## src/design/stq_pkg.sv

```systemverilog
package stq_pkg;

   localparam int NUM_TIMERS_DEF = 16;
   localparam int TIME_BITS_DEF  = 48;

   // expiries reported by one tick at most
   localparam int EXPIRY_CAP = 64;
   localparam int CNT_W      = $clog2(EXPIRY_CAP + 1);
   localparam int EXP_AW     = $clog2(EXPIRY_CAP);

   typedef enum logic [1:0] {
      ACT_SET    = 2'd0,
      ACT_CANCEL = 2'd1,
      ACT_TICK   = 2'd2
   } action_type;

   typedef enum logic [1:0] {
      KIND_SET    = 2'd0,
      KIND_CANCEL = 2'd1,
      KIND_EXPIRY = 2'd2,
      KIND_NONE   = 2'd3
   } kind_type;

   typedef enum logic [1:0] {
      STAT_OK       = 2'd0,
      STAT_PENDING  = 2'd1,
      STAT_BAD_IVAL = 2'd2
   } status_type;

endpackage

```

## src/design/sorted_timer_queue.sv

```systemverilog
// Sorted timer queue. Up to NUM_TIMERS timer slots are kept in one doubly
// linked list ordered by deadline, earliest first; links live in one
// synchronous RAM and deadline/interval pairs in another, both with a
// registered read. A set request arms an idle slot (one-shot at an absolute
// deadline, periodic at now plus interval) and gets one reply; a cancel
// request unlinks the slot and gets one reply; a tick request pops every due
// head (at most 64), re-arming periodic slots, and reports each expiry after
// the whole tick is done so that head_valid/head_deadline on every result
// reflect the final list. Requests are taken one at a time. An insert walks
// the list back from the tail (up to NUM_TIMERS entries); a tick re-inserts
// each periodic re-arm that way and replays its results from the expiry
// buffer RAM. A new request is taken while the last result still waits in
// the output register.
module sorted_timer_queue
   import stq_pkg::*;
#(
   parameter int NUM_TIMERS = NUM_TIMERS_DEF,
   parameter int TIME_BITS  = TIME_BITS_DEF,
   parameter int ID_W       = $clog2(NUM_TIMERS)
) (
   input  logic                        clock,
   input  logic                        reset,
   input  logic                        req_valid,
   output logic                        req_ready,
   input  logic [1:0]                  req_action,
   input  logic [ID_W-1:0]             req_timer_id,
   input  logic                        req_periodic,
   input  logic signed [TIME_BITS-1:0] req_time_value,
   input  logic [TIME_BITS-2:0]        req_now,
   output logic                        rsp_valid,
   input  logic                        rsp_ready,
   output logic [1:0]                  rsp_kind,
   output logic [1:0]                  rsp_status,
   output logic                        rsp_was_pending,
   output logic [ID_W-1:0]             rsp_expired_id,
   output logic                        rsp_more_pending,
   output logic                        rsp_head_valid,
   output logic signed [TIME_BITS-1:0] rsp_head_deadline,
   output logic                        rsp_last
);

   localparam int TB = TIME_BITS;
   localparam int LW = $clog2(NUM_TIMERS + 1);
   localparam logic [LW-1:0] NIL = LW'(NUM_TIMERS);
   localparam logic signed [TB-1:0] TMAX = {1'b0, {(TB-1){1'b1}}};

   typedef struct packed {
      logic [LW-1:0] nxt;
      logic [LW-1:0] prv;
   } link_type;

   typedef enum logic [13:0] {
      S_IDLE    = 14'b00000000000001,
      S_TICK    = 14'b00000000000010,
      S_UL_RD   = 14'b00000000000100,
      S_UL_PW   = 14'b00000000001000,
      S_UL_NW   = 14'b00000000010000,
      S_UL_END  = 14'b00000000100000,
      S_INS     = 14'b00000001000000,
      S_INS_HW  = 14'b00000010000000,
      S_WALK    = 14'b00000100000000,
      S_INS_S   = 14'b00001000000000,
      S_INS_NW  = 14'b00010000000000,
      S_REPLY   = 14'b00100000000000,
      S_EMIT_RD = 14'b01000000000000,
      S_EMIT_LD = 14'b10000000000000
   } state_type;

   // saturating add, b known positive
   function automatic logic signed [TB-1:0] sat_add(input logic signed [TB-1:0] a,
                                                    input logic signed [TB-1:0] b);
      logic signed [TB:0] s;
      s = {a[TB-1], a} + {b[TB-1], b};
      if (s[TB] != s[TB-1]) begin
         return TMAX;
      end
      return s[TB-1:0];
   endfunction

   // control and working registers
   state_type            state_ff, state_in;
   logic [ID_W-1:0]      slot_ff, slot_in;
   logic [LW-1:0]        walk_ff, walk_in;
   logic [LW-1:0]        prv_ff, prv_in;
   logic [LW-1:0]        nxt_ff, nxt_in;
   logic [LW-1:0]        head_ff, head_in;
   logic [LW-1:0]        tail_ff, tail_in;
   logic signed [TB-1:0] hdl_ff, hdl_in;     // deadline of list head, cached
   logic signed [TB-1:0] dl_ff, dl_in;       // deadline being inserted
   logic signed [TB-1:0] odl_ff, odl_in;     // deadline of popped slot
   logic signed [TB-1:0] ival_ff, ival_in;
   logic [TB-2:0]        now_ff, now_in;
   logic [CNT_W-1:0]     cnt_ff, cnt_in;
   logic [EXP_AW-1:0]    k_ff, k_in;
   logic                 tick_ff, tick_in;
   logic                 more_ff, more_in;
   logic                 was_ff, was_in;
   logic [1:0]           kind_ff, kind_in;
   logic [1:0]           status_ff, status_in;
   logic [NUM_TIMERS-1:0] pend_ff, pend_in;
   logic [NUM_TIMERS-1:0] per_ff, per_in;

   // output register
   logic                 rsp_valid_ff, rsp_valid_in;
   logic [1:0]           rsp_kind_ff, rsp_kind_in;
   logic [1:0]           rsp_status_ff, rsp_status_in;
   logic                 rsp_was_ff, rsp_was_in;
   logic [ID_W-1:0]      rsp_id_ff, rsp_id_in;
   logic                 rsp_more_ff, rsp_more_in;
   logic                 rsp_hv_ff, rsp_hv_in;
   logic signed [TB-1:0] rsp_hd_ff, rsp_hd_in;
   logic                 rsp_last_ff, rsp_last_in;

   // memory ports
   logic                 lk_we;
   logic [ID_W-1:0]      lk_waddr, lk_raddr;
   link_type             lk_wdata, lk_rd;
   logic                 tm_we;
   logic [ID_W-1:0]      tm_waddr, tm_raddr;
   logic [2*TB-1:0]      tm_wdata, tm_rd;
   logic signed [TB-1:0] tm_rd_dl, tm_rd_iv;
   logic                 id_we;
   logic [EXP_AW-1:0]    id_waddr, id_raddr;
   logic [ID_W-1:0]      id_wdata, id_rd;

   logic                 rsp_free;
   logic                 due;
   logic                 id_ok;
   logic                 is_last;
   logic [LW-1:0]        slot_ext;
   logic signed [TB-1:0] new_dl;

   stq_ram #(.WIDTH(2 * LW), .DEPTH(NUM_TIMERS), .AW(ID_W)) u_link_ram (
      .clock   (clock),
      .wr_en   (lk_we),
      .wr_addr (lk_waddr),
      .wr_data (lk_wdata),
      .rd_addr (lk_raddr),
      .rd_data (lk_rd)
   );

   stq_ram #(.WIDTH(2 * TB), .DEPTH(NUM_TIMERS), .AW(ID_W)) u_time_ram (
      .clock   (clock),
      .wr_en   (tm_we),
      .wr_addr (tm_waddr),
      .wr_data (tm_wdata),
      .rd_addr (tm_raddr),
      .rd_data (tm_rd)
   );

   // ids of one tick's expiries, replayed once the tick settles
   stq_ram #(.WIDTH(ID_W), .DEPTH(EXPIRY_CAP), .AW(EXP_AW)) u_exp_ram (
      .clock   (clock),
      .wr_en   (id_we),
      .wr_addr (id_waddr),
      .wr_data (id_wdata),
      .rd_addr (id_raddr),
      .rd_data (id_rd)
   );

   assign tm_rd_dl = tm_rd[2*TB-1:TB];
   assign tm_rd_iv = tm_rd[TB-1:0];
   assign rsp_free = !rsp_valid_ff || rsp_ready;
   assign due      = (head_ff != NIL) && ($signed({1'b0, now_ff}) >= hdl_ff);
   assign id_ok    = 32'(req_timer_id) < NUM_TIMERS;
   assign slot_ext = LW'(slot_ff);
   assign is_last  = (CNT_W'(k_ff) + CNT_W'(1)) == cnt_ff;
   assign req_ready = (state_ff == S_IDLE);

   always_comb begin
      state_in  = state_ff;
      slot_in   = slot_ff;
      walk_in   = walk_ff;
      prv_in    = prv_ff;
      nxt_in    = nxt_ff;
      head_in   = head_ff;
      tail_in   = tail_ff;
      hdl_in    = hdl_ff;
      dl_in     = dl_ff;
      odl_in    = odl_ff;
      ival_in   = ival_ff;
      now_in    = now_ff;
      cnt_in    = cnt_ff;
      k_in      = k_ff;
      tick_in   = tick_ff;
      more_in   = more_ff;
      was_in    = was_ff;
      kind_in   = kind_ff;
      status_in = status_ff;
      pend_in   = pend_ff;
      per_in    = per_ff;
      new_dl    = '0;

      rsp_valid_in  = rsp_valid_ff && !rsp_ready;
      rsp_kind_in   = rsp_kind_ff;
      rsp_status_in = rsp_status_ff;
      rsp_was_in    = rsp_was_ff;
      rsp_id_in     = rsp_id_ff;
      rsp_more_in   = rsp_more_ff;
      rsp_hv_in     = rsp_hv_ff;
      rsp_hd_in     = rsp_hd_ff;
      rsp_last_in   = rsp_last_ff;

      lk_we    = 1'b0;
      lk_waddr = slot_ff;
      lk_wdata = '{nxt: NIL, prv: NIL};
      lk_raddr = slot_ff;
      tm_we    = 1'b0;
      tm_waddr = slot_ff;
      tm_wdata = {dl_ff, ival_ff};
      tm_raddr = slot_ff;
      id_we    = 1'b0;
      id_waddr = cnt_ff[EXP_AW-1:0];
      id_wdata = head_ff[ID_W-1:0];
      id_raddr = k_ff;

      unique case (state_ff)
         S_IDLE: begin
            if (req_valid) begin
               now_in    = req_now;
               slot_in   = req_timer_id;
               tick_in   = 1'b0;
               more_in   = 1'b0;
               was_in    = 1'b0;
               status_in = STAT_OK;
               case (req_action)
                  ACT_SET: begin
                     kind_in = KIND_SET;
                     if (!id_ok || pend_ff[req_timer_id]) begin
                        status_in = STAT_PENDING;
                        state_in  = S_REPLY;
                     end else if (req_periodic && req_time_value <= 0) begin
                        status_in = STAT_BAD_IVAL;
                        state_in  = S_REPLY;
                     end else begin
                        per_in[req_timer_id]  = req_periodic;
                        pend_in[req_timer_id] = 1'b1;
                        new_dl = req_periodic ?
                                 sat_add($signed({1'b0, req_now}), req_time_value) :
                                 req_time_value;
                        dl_in    = new_dl;
                        tm_we    = 1'b1;
                        tm_waddr = req_timer_id;
                        tm_wdata = {new_dl, req_time_value};
                        state_in = S_INS;
                     end
                  end
                  ACT_CANCEL: begin
                     kind_in = KIND_CANCEL;
                     if (id_ok && pend_ff[req_timer_id]) begin
                        pend_in[req_timer_id] = 1'b0;
                        was_in   = 1'b1;
                        lk_raddr = req_timer_id;
                        tm_raddr = req_timer_id;
                        state_in = S_UL_RD;
                     end else begin
                        state_in = S_REPLY;
                     end
                  end
                  default: begin
                     // tick; the unused code behaves as a tick too
                     tick_in  = 1'b1;
                     cnt_in   = '0;
                     state_in = S_TICK;
                  end
               endcase
            end
         end

         S_TICK: begin
            if (cnt_ff < CNT_W'(EXPIRY_CAP) && due) begin
               slot_in  = head_ff[ID_W-1:0];
               id_we    = 1'b1;
               cnt_in   = cnt_ff + CNT_W'(1);
               lk_raddr = head_ff[ID_W-1:0];
               tm_raddr = head_ff[ID_W-1:0];
               state_in = S_UL_RD;
            end else if (cnt_ff == '0) begin
               kind_in  = KIND_NONE;
               state_in = S_REPLY;
            end else begin
               more_in  = due;
               k_in     = '0;
               state_in = S_EMIT_RD;
            end
         end

         // unlink: links and times of the slot are on the read ports
         S_UL_RD: begin
            prv_in  = lk_rd.prv;
            nxt_in  = lk_rd.nxt;
            odl_in  = tm_rd_dl;
            ival_in = tm_rd_iv;
            if (lk_rd.prv != NIL) begin
               lk_raddr = lk_rd.prv[ID_W-1:0];
               state_in = S_UL_PW;
            end else begin
               head_in = lk_rd.nxt;
               if (lk_rd.nxt != NIL) begin
                  lk_raddr = lk_rd.nxt[ID_W-1:0];
                  tm_raddr = lk_rd.nxt[ID_W-1:0];
                  state_in = S_UL_NW;
               end else begin
                  tail_in  = NIL;
                  state_in = S_UL_END;
               end
            end
         end

         S_UL_PW: begin
            lk_we    = 1'b1;
            lk_waddr = prv_ff[ID_W-1:0];
            lk_wdata = '{nxt: nxt_ff, prv: lk_rd.prv};
            if (nxt_ff != NIL) begin
               lk_raddr = nxt_ff[ID_W-1:0];
               state_in = S_UL_NW;
            end else begin
               tail_in  = prv_ff;
               state_in = S_UL_END;
            end
         end

         S_UL_NW: begin
            lk_we    = 1'b1;
            lk_waddr = nxt_ff[ID_W-1:0];
            lk_wdata = '{nxt: lk_rd.nxt, prv: prv_ff};
            if (prv_ff == NIL) begin
               hdl_in = tm_rd_dl;
            end
            state_in = S_UL_END;
         end

         S_UL_END: begin
            if (!tick_ff) begin
               state_in = S_REPLY;
            end else if (per_ff[slot_ff] && ival_ff > 0) begin
               new_dl   = sat_add(odl_ff, ival_ff);
               dl_in    = new_dl;
               tm_we    = 1'b1;
               tm_wdata = {new_dl, ival_ff};
               state_in = S_INS;
            end else begin
               pend_in[slot_ff] = 1'b0;
               state_in = S_TICK;
            end
         end

         S_INS: begin
            if (head_ff == NIL) begin
               lk_we    = 1'b1;
               head_in  = slot_ext;
               tail_in  = slot_ext;
               hdl_in   = dl_ff;
               state_in = tick_ff ? S_TICK : S_REPLY;
            end else if (hdl_ff >= dl_ff) begin
               // equal deadlines: the new entry goes first
               lk_we    = 1'b1;
               lk_wdata = '{nxt: head_ff, prv: NIL};
               lk_raddr = head_ff[ID_W-1:0];
               walk_in  = head_ff;
               state_in = S_INS_HW;
            end else begin
               walk_in  = tail_ff;
               lk_raddr = tail_ff[ID_W-1:0];
               tm_raddr = tail_ff[ID_W-1:0];
               state_in = S_WALK;
            end
         end

         S_INS_HW: begin
            lk_we    = 1'b1;
            lk_waddr = walk_ff[ID_W-1:0];
            lk_wdata = '{nxt: lk_rd.nxt, prv: slot_ext};
            head_in  = slot_ext;
            hdl_in   = dl_ff;
            state_in = tick_ff ? S_TICK : S_REPLY;
         end

         // walk back from the tail; the head is known earlier, so this stops
         S_WALK: begin
            if (tm_rd_dl < dl_ff) begin
               lk_we    = 1'b1;
               lk_waddr = walk_ff[ID_W-1:0];
               lk_wdata = '{nxt: slot_ext, prv: lk_rd.prv};
               nxt_in   = lk_rd.nxt;
               state_in = S_INS_S;
            end else begin
               walk_in  = lk_rd.prv;
               lk_raddr = lk_rd.prv[ID_W-1:0];
               tm_raddr = lk_rd.prv[ID_W-1:0];
            end
         end

         S_INS_S: begin
            lk_we    = 1'b1;
            lk_wdata = '{nxt: nxt_ff, prv: walk_ff};
            if (nxt_ff != NIL) begin
               lk_raddr = nxt_ff[ID_W-1:0];
               state_in = S_INS_NW;
            end else begin
               tail_in  = slot_ext;
               state_in = tick_ff ? S_TICK : S_REPLY;
            end
         end

         S_INS_NW: begin
            lk_we    = 1'b1;
            lk_waddr = nxt_ff[ID_W-1:0];
            lk_wdata = '{nxt: lk_rd.nxt, prv: slot_ext};
            state_in = tick_ff ? S_TICK : S_REPLY;
         end

         S_REPLY: begin
            if (rsp_free) begin
               rsp_valid_in  = 1'b1;
               rsp_kind_in   = kind_ff;
               rsp_status_in = status_ff;
               rsp_was_in    = was_ff;
               rsp_id_in     = '0;
               rsp_more_in   = 1'b0;
               rsp_hv_in     = head_ff != NIL;
               rsp_hd_in     = (head_ff != NIL) ? hdl_ff : '0;
               rsp_last_in   = 1'b1;
               state_in      = S_IDLE;
            end
         end

         S_EMIT_RD: begin
            state_in = S_EMIT_LD;
         end

         S_EMIT_LD: begin
            if (rsp_free) begin
               rsp_valid_in  = 1'b1;
               rsp_kind_in   = KIND_EXPIRY;
               rsp_status_in = STAT_OK;
               rsp_was_in    = 1'b0;
               rsp_id_in     = id_rd;
               rsp_more_in   = is_last && more_ff;
               rsp_hv_in     = head_ff != NIL;
               rsp_hd_in     = (head_ff != NIL) ? hdl_ff : '0;
               rsp_last_in   = is_last;
               k_in          = k_ff + EXP_AW'(1);
               state_in      = is_last ? S_IDLE : S_EMIT_RD;
            end
         end

         default: begin
            state_in = S_IDLE;
         end
      endcase
   end

   always_ff @(posedge clock) begin
      if (reset) begin
         state_ff     <= S_IDLE;
         head_ff      <= NIL;
         tail_ff      <= NIL;
         pend_ff      <= '0;
         per_ff       <= '0;
         rsp_valid_ff <= 1'b0;
         cnt_ff       <= '0;
         k_ff         <= '0;
         tick_ff      <= 1'b0;
      end else begin
         state_ff     <= state_in;
         head_ff      <= head_in;
         tail_ff      <= tail_in;
         pend_ff      <= pend_in;
         per_ff       <= per_in;
         rsp_valid_ff <= rsp_valid_in;
         cnt_ff       <= cnt_in;
         k_ff         <= k_in;
         tick_ff      <= tick_in;
      end
   end

   always_ff @(posedge clock) begin
      slot_ff       <= slot_in;
      walk_ff       <= walk_in;
      prv_ff        <= prv_in;
      nxt_ff        <= nxt_in;
      hdl_ff        <= hdl_in;
      dl_ff         <= dl_in;
      odl_ff        <= odl_in;
      ival_ff       <= ival_in;
      now_ff        <= now_in;
      more_ff       <= more_in;
      was_ff        <= was_in;
      kind_ff       <= kind_in;
      status_ff     <= status_in;
      rsp_kind_ff   <= rsp_kind_in;
      rsp_status_ff <= rsp_status_in;
      rsp_was_ff    <= rsp_was_in;
      rsp_id_ff     <= rsp_id_in;
      rsp_more_ff   <= rsp_more_in;
      rsp_hv_ff     <= rsp_hv_in;
      rsp_hd_ff     <= rsp_hd_in;
      rsp_last_ff   <= rsp_last_in;
   end

   assign rsp_valid         = rsp_valid_ff;
   assign rsp_kind          = rsp_kind_ff;
   assign rsp_status        = rsp_status_ff;
   assign rsp_was_pending   = rsp_was_ff;
   assign rsp_expired_id    = rsp_id_ff;
   assign rsp_more_pending  = rsp_more_ff;
   assign rsp_head_valid    = rsp_hv_ff;
   assign rsp_head_deadline = rsp_hd_ff;
   assign rsp_last          = rsp_last_ff;

   // list ends agree whenever no request is in flight
   a_ends_agree: assert property (@(posedge clock) disable iff (reset)
      state_ff == S_IDLE |-> ((head_ff == NIL) == (tail_ff == NIL)))
      else $error("head and tail disagree on empty list");

   // an empty list means no slot is pending
   a_empty_idle: assert property (@(posedge clock) disable iff (reset)
      state_ff == S_IDLE |-> ((head_ff == NIL) == (pend_ff == '0)))
      else $error("pending slots do not match list occupancy");

   // the backward walk never runs off the head
   a_walk_bounded: assert property (@(posedge clock) disable iff (reset)
      state_ff == S_WALK |-> walk_ff != NIL)
      else $error("insert walk reached list end");

   a_cap: assert property (@(posedge clock) disable iff (reset)
      cnt_ff <= CNT_W'(EXPIRY_CAP))
      else $error("expiry count beyond cap");

   // a result is only loaded when the output register is free
   a_no_overwrite: assert property (@(posedge clock) disable iff (reset)
      rsp_valid_ff && !rsp_ready |=> rsp_valid_ff && $stable(rsp_expired_id))
      else $error("pending result overwritten");

endmodule

```

## src/design/stq_ram.sv

```systemverilog
module stq_ram #(
   parameter int WIDTH = 8,
   parameter int DEPTH = 16,
   parameter int AW    = $clog2(DEPTH)
) (
   input  logic             clock,
   input  logic             wr_en,
   input  logic [AW-1:0]    wr_addr,
   input  logic [WIDTH-1:0] wr_data,
   input  logic [AW-1:0]    rd_addr,
   output logic [WIDTH-1:0] rd_data
);

   logic [WIDTH-1:0] mem_ff [DEPTH];
   logic [WIDTH-1:0] rd_data_ff;

   always_ff @(posedge clock) begin
      if (wr_en) begin
         mem_ff[wr_addr] <= wr_data;
      end
      rd_data_ff <= mem_ff[rd_addr];
   end

   assign rd_data = rd_data_ff;

endmodule

```

## config.mk

```make
export PLATFORM = sky130hd
export DESIGN_NAME = sorted_timer_queue
export DESIGN_NICKNAME = d
export VERILOG_FILES = /design/src/design/stq_pkg.sv /design/src/design/sorted_timer_queue.sv /design/src/design/stq_ram.sv
export SDC_FILE = /design/constraint.sdc
export NUM_CORES = 2
export LEC_CHECK = 0
export BUFFER_PORTS_ARGS = -buffer_cell sky130_fd_sc_hd__buf_2
export CAP_MARGIN = 10
export CORE_MARGIN = 10
export CORE_UTILIZATION = 57
export CTS_CLUSTER_DIAMETER = 120
export DETAILED_ROUTE_END_ITERATION = 12
export PLACE_DENSITY = 0.76
export SYNTH_ARGS = -nofsm -noshare
export SYNTH_HDL_FRONTEND = slang
export SYNTH_HIERARCHICAL = 1
export SYNTH_SLANG_ARGS = --single-unit
```

## constraint.sdc

```tcl
create_clock -name clock -period 9.8 [get_ports clock]
set_input_delay 0.49 -clock clock [delete_from_list [all_inputs] [get_ports clock]]
set_output_delay 0.49 -clock clock [all_outputs]
set_load 0.05 [all_outputs]
```

==> summary.md <==
| Metric | Value |
|---|---|
| Max transition margin | `0.1374` |
| Final setup TNS | `0 ps` |
| Final instance area | `115700 um^2` |
| Unrepaired setup endpoints after global routing | `no` |
| Maxcap violations | `0` |
| Ys async rst share | `0` |
| Post-synth top area cell | `edfxtp_1` |
| Reg2Reg Depth | `17` |
| Reg2Reg Capture Point | `u_time_ram/rd_data[22]$_DFF_P_` |
| Number of global-route vias before repair | `61310` |
| Largest net degree at the start of global routing | `129` |
| Area share of and/or/nand/nor cells after synthesis | `0.05837` |
| Reg-to-reg slack, setup | `2930 ps` |
| Setup crit start kind | `primary input` |
| Hold depth | `3` |
| Dpl ws | `2420 ps` |
| Main combinational cell family by area after synthesis | `multiplexers` |
| Root buffer cell | `clkbuf_16` |
| Aggregate global-route resource usage | `0.2959` |
| Initial DRC Count | `8756` |
| Count of TritonRoute iterations in the first routing pass | `8` |
| CTS tree | `yes` |
| Area share of xor/xnor cells in the synthesized design | `0.007522` |
| RD Place Congestion | `1.006` |
| Slowest stage cell, crit path | `o221ai_1` |
| Post-route ant nets | `0` |
| Hold_sp | `req_timer_id[2]` |
| Post-route DRC | `0` |
| Post-synthesis register bit count | `2457` |
| Worst path arrival time | `7800 ps` |
| Wire per inst | `32.70 um` |
| Area of the multi-input gates | `29810 um^2` |
| Delay-heaviest family, CP | `compound AO/OA/AOI/OAI gates` |
| Post-synthesis adder-cell area fraction | `0.02961` |
| Global route overflow | `0` |
| IO Port Bufs | `167` |
| Commonest cells post-synth | `edfxtp_1, mux4_2, nand2_1, nor2_1, a21oi_1` |
| Fin crit period | `7293 ps` |
| Crit path kind | `in -> reg` |
| Max VDD drop | `0.2537 mV` |
| Number of CTS-inserted buffers | `227` |
| Ports | `168` |
| Via count | `61990` |
| Row count | `156` |
| Synth Net Count | `6606` |
| Inst Count DP | `8601` |
| Worst Skew | `53.76 ps` |
| Total Power | `27.63 mW` |
| Mux share of post-synthesis cell area | `0.1195` |
| Final hold slack | `118.8 ps` |
| Slowest Stage Delay on Critical Path | `850 ps` |
| Post-synth EDFFs | `2276` |
| Yosys cell types | `90` |
| Initial antenna violation count | `21` |
| Critical path required time | `10310 ps` |
| Hold Path Class | `in -> reg` |
| Via density | `6.812` |
| Final nets | `6863` |
| Die X | `446.4 um` |
| Die area | `199300 um^2` |
| Fmax | `0.1371 GHz` |
| Worst Max-Slew Pin Slew | `1294 ps` |
| Worst skew pair latency | `880 ps` |
| Mean post-synth cell area | `16.56 um^2` |
| Final std cells w/o fill | `9100` |
| Element type at the critical path end | `flop` |
| Compound-Gate Fraction of Synth Area | `0.06995` |
| Final HPWL DP | `178600 um` |
| H-tree Lvls | `4` |
| Starting Density | `0.5733` |
| CTS sink cnt | `2457` |
| Die Ht | `446.4 um` |
| Setup-failing EPs final | `0` |
| RR Startpoint | `hdl_ff[17]$_DFFE_PP_` |
| Synthesized area | `103600 um^2` |
| Top cell type's share of synthesized area | `0.6596` |
| Layout cells sized above 1 | `0.1904` |
| CP bufs+invs | `4` |
| Fill count | `12230` |
| Post-synthesis sequential area ratio | `0.6945` |
| Leak | `38.94 nW` |
| Final worst setup slack | `2507 ps` |
| Crit path max fanout | `24` |
| FF+latch area | `71980 um^2` |
| Cell Area, Placed | `107400 um^2` |
| Synth Instances | `6256` |
| Ys Warns | `6` |
| Global-route wire length before repair | `430300 um` |
| Final Cycle Share | `0.7442` |
| Dominant synthesized flop cell | `edfxtp_1` |
| Clock slew at reported path FFs | `60 ps` |
| Top post-synthesis cells by area | `edfxtp_1, mux4_2, dfxtp_1` |
| Most frequent cell on the critical path | `a21oi_1` |
| Final core occ | `0.6403` |
| Hold Path End | `slot_ff[2]$_DFFE_PP_` |
| Core area | `180700 um^2` |
| Crit path cell chain | `dlygate4sd3_1, buf_2, ha_1, a211o_1, a21oi_1, a21boi_0, o211ai_1, a21oi_1, nor3_1, a211oi_1, o21bai_1, a21oi_1, xnor2_1, ha_1, inv_1, nand2_1, buf_4, nor2_1, a211oi_1, nor2_1, o221ai_1` |
| Status | `completed` |
| Post-cts sizing count | `0` |
| Clock Path Buffers | `3` |
| Count leader, synth | `edfxtp_1` |
| PwrDens | `238.7 nW/um^2` |
| Area Growth Syn to Fin | `11.69%` |
| Final Hold Fails | `0` |
| Pins over their slew limit | `0` |
| Drt total wl | `297500 um` |
power by group:
group	switching, mW	internal [mW]	total, mW
Sequential	0.282	12.0	12.3
Clock	3.92	5.22	9.13
Combinational	3.61	2.59	6.20
layout make-up:
cell class | instances | area share
flip-flops and latches | 2457 | 0.6219
multi-input cells | 3330 | 0.2576
clock buffers | 310 | 0.05423
well taps | 2370 | 0.02562
repair buffers | 347 | 0.02266
clock inverters | 123 | 0.01284
inverters | 150 | 0.004886
diodes | 13 | 0.0002811
flip-flops by register name, summed over array words and instances, names as in the netlist, 6 cells and up, named ones only:
register and count:
u_link_ram/rd_data 10, per_ff 16, u_time_ram/rd_data 96, state_ff 14, u_link_ram/mem_ff 160, ival_ff 48, u_exp_ram/mem_ff 256, rsp_head_deadline 48
u_time_ram/mem_ff 1536, dl_ff 48, id_raddr 6, cnt_ff 7, odl_ff 48, now_ff 47, hdl_ff 48
routing by layer:
layer  routed length (um)  vias to the layer above  track usage
li1                     -                    25530            -
met1               106900                    31320       0.3955
met2               138700                     4295       0.4629
met3                34300                      825      0.06376
met4                17530                       22       0.1482
met5                  151                        -            0
tightest hold or removal path: cells and delay by family:
kind	cells	cell delay [ps]
buffers and inverters	1	230
AOI/OAI and AO/OA	1	80
and+or+nand+nor	1	70
worst max-delay path by stage:
stage                                                    end  slack [ps]  cells after the start              start
after floorplan            u_time_ram/mem_ff[1][0]$_DFFE_PP_        1690                     11    req_timer_id[0]
after global placement    u_time_ram/mem_ff[4][71]$_DFFE_PP_        2700                     20  req_time_value[6]
after detailed placement  u_time_ram/mem_ff[4][71]$_DFFE_PP_        2420                     20  req_time_value[6]
after CTS                 u_time_ram/mem_ff[0][71]$_DFFE_PP_        2810                     21         req_now[6]
after global routing      u_time_ram/mem_ff[6][71]$_DFFE_PP_        2270                     21         req_now[6]
final                     u_time_ram/mem_ff[0][71]$_DFFE_PP_        2510                     21         req_now[6]
kinds of logic (layout without fill, tap and decap cells):
kind of cell,Yosys count,in the layout
AOI/OAI and AO/OA,1103,1103
xor gates and xnor gates,89,89
adders and majority gates,244,244
buffers and inverters,469,930
DFF,2457,2457
muxes,600,600
other,0,13
and+or+nand+nor,1294,1294
cell usage in the layout, fill, tap and decap left out, drive strengths merged, types with 24 or more instances in the layout:
| master | count |
|---|---|
| nand4 | 68 |
| ha | 242 |
| a31oi | 24 |
| dfxtp | 181 |
| mux2i | 43 |
| mux4 | 498 |
| nand3 | 61 |
| mux2 | 59 |
| o211ai | 35 |
| dlygate4sd3 | 49 |
| a21oi | 245 |
| a211oi | 35 |
| edfxtp | 2276 |
| o22ai | 40 |
| nand2b | 35 |
| a21o | 117 |
| inv | 158 |
| xor2 | 37 |
| bufinv | 27 |
| nand2 | 467 |
| nor2 | 369 |
| nor2b | 32 |
| xnor2 | 52 |
| nor3 | 63 |
| a22oi | 241 |
| clkbuf | 310 |
| o21ai | 208 |
| buf | 298 |
| nor4 | 52 |
| clkinv | 77 |
| and2 | 29 |
timing repair:
item / in CTS / in global routing
hold endpoints to repair: 49 / 0
hold buffers: 49 / 0
setup buffers: 0 / 0
No activity file was read; power rests on OpenSTA's default activity.
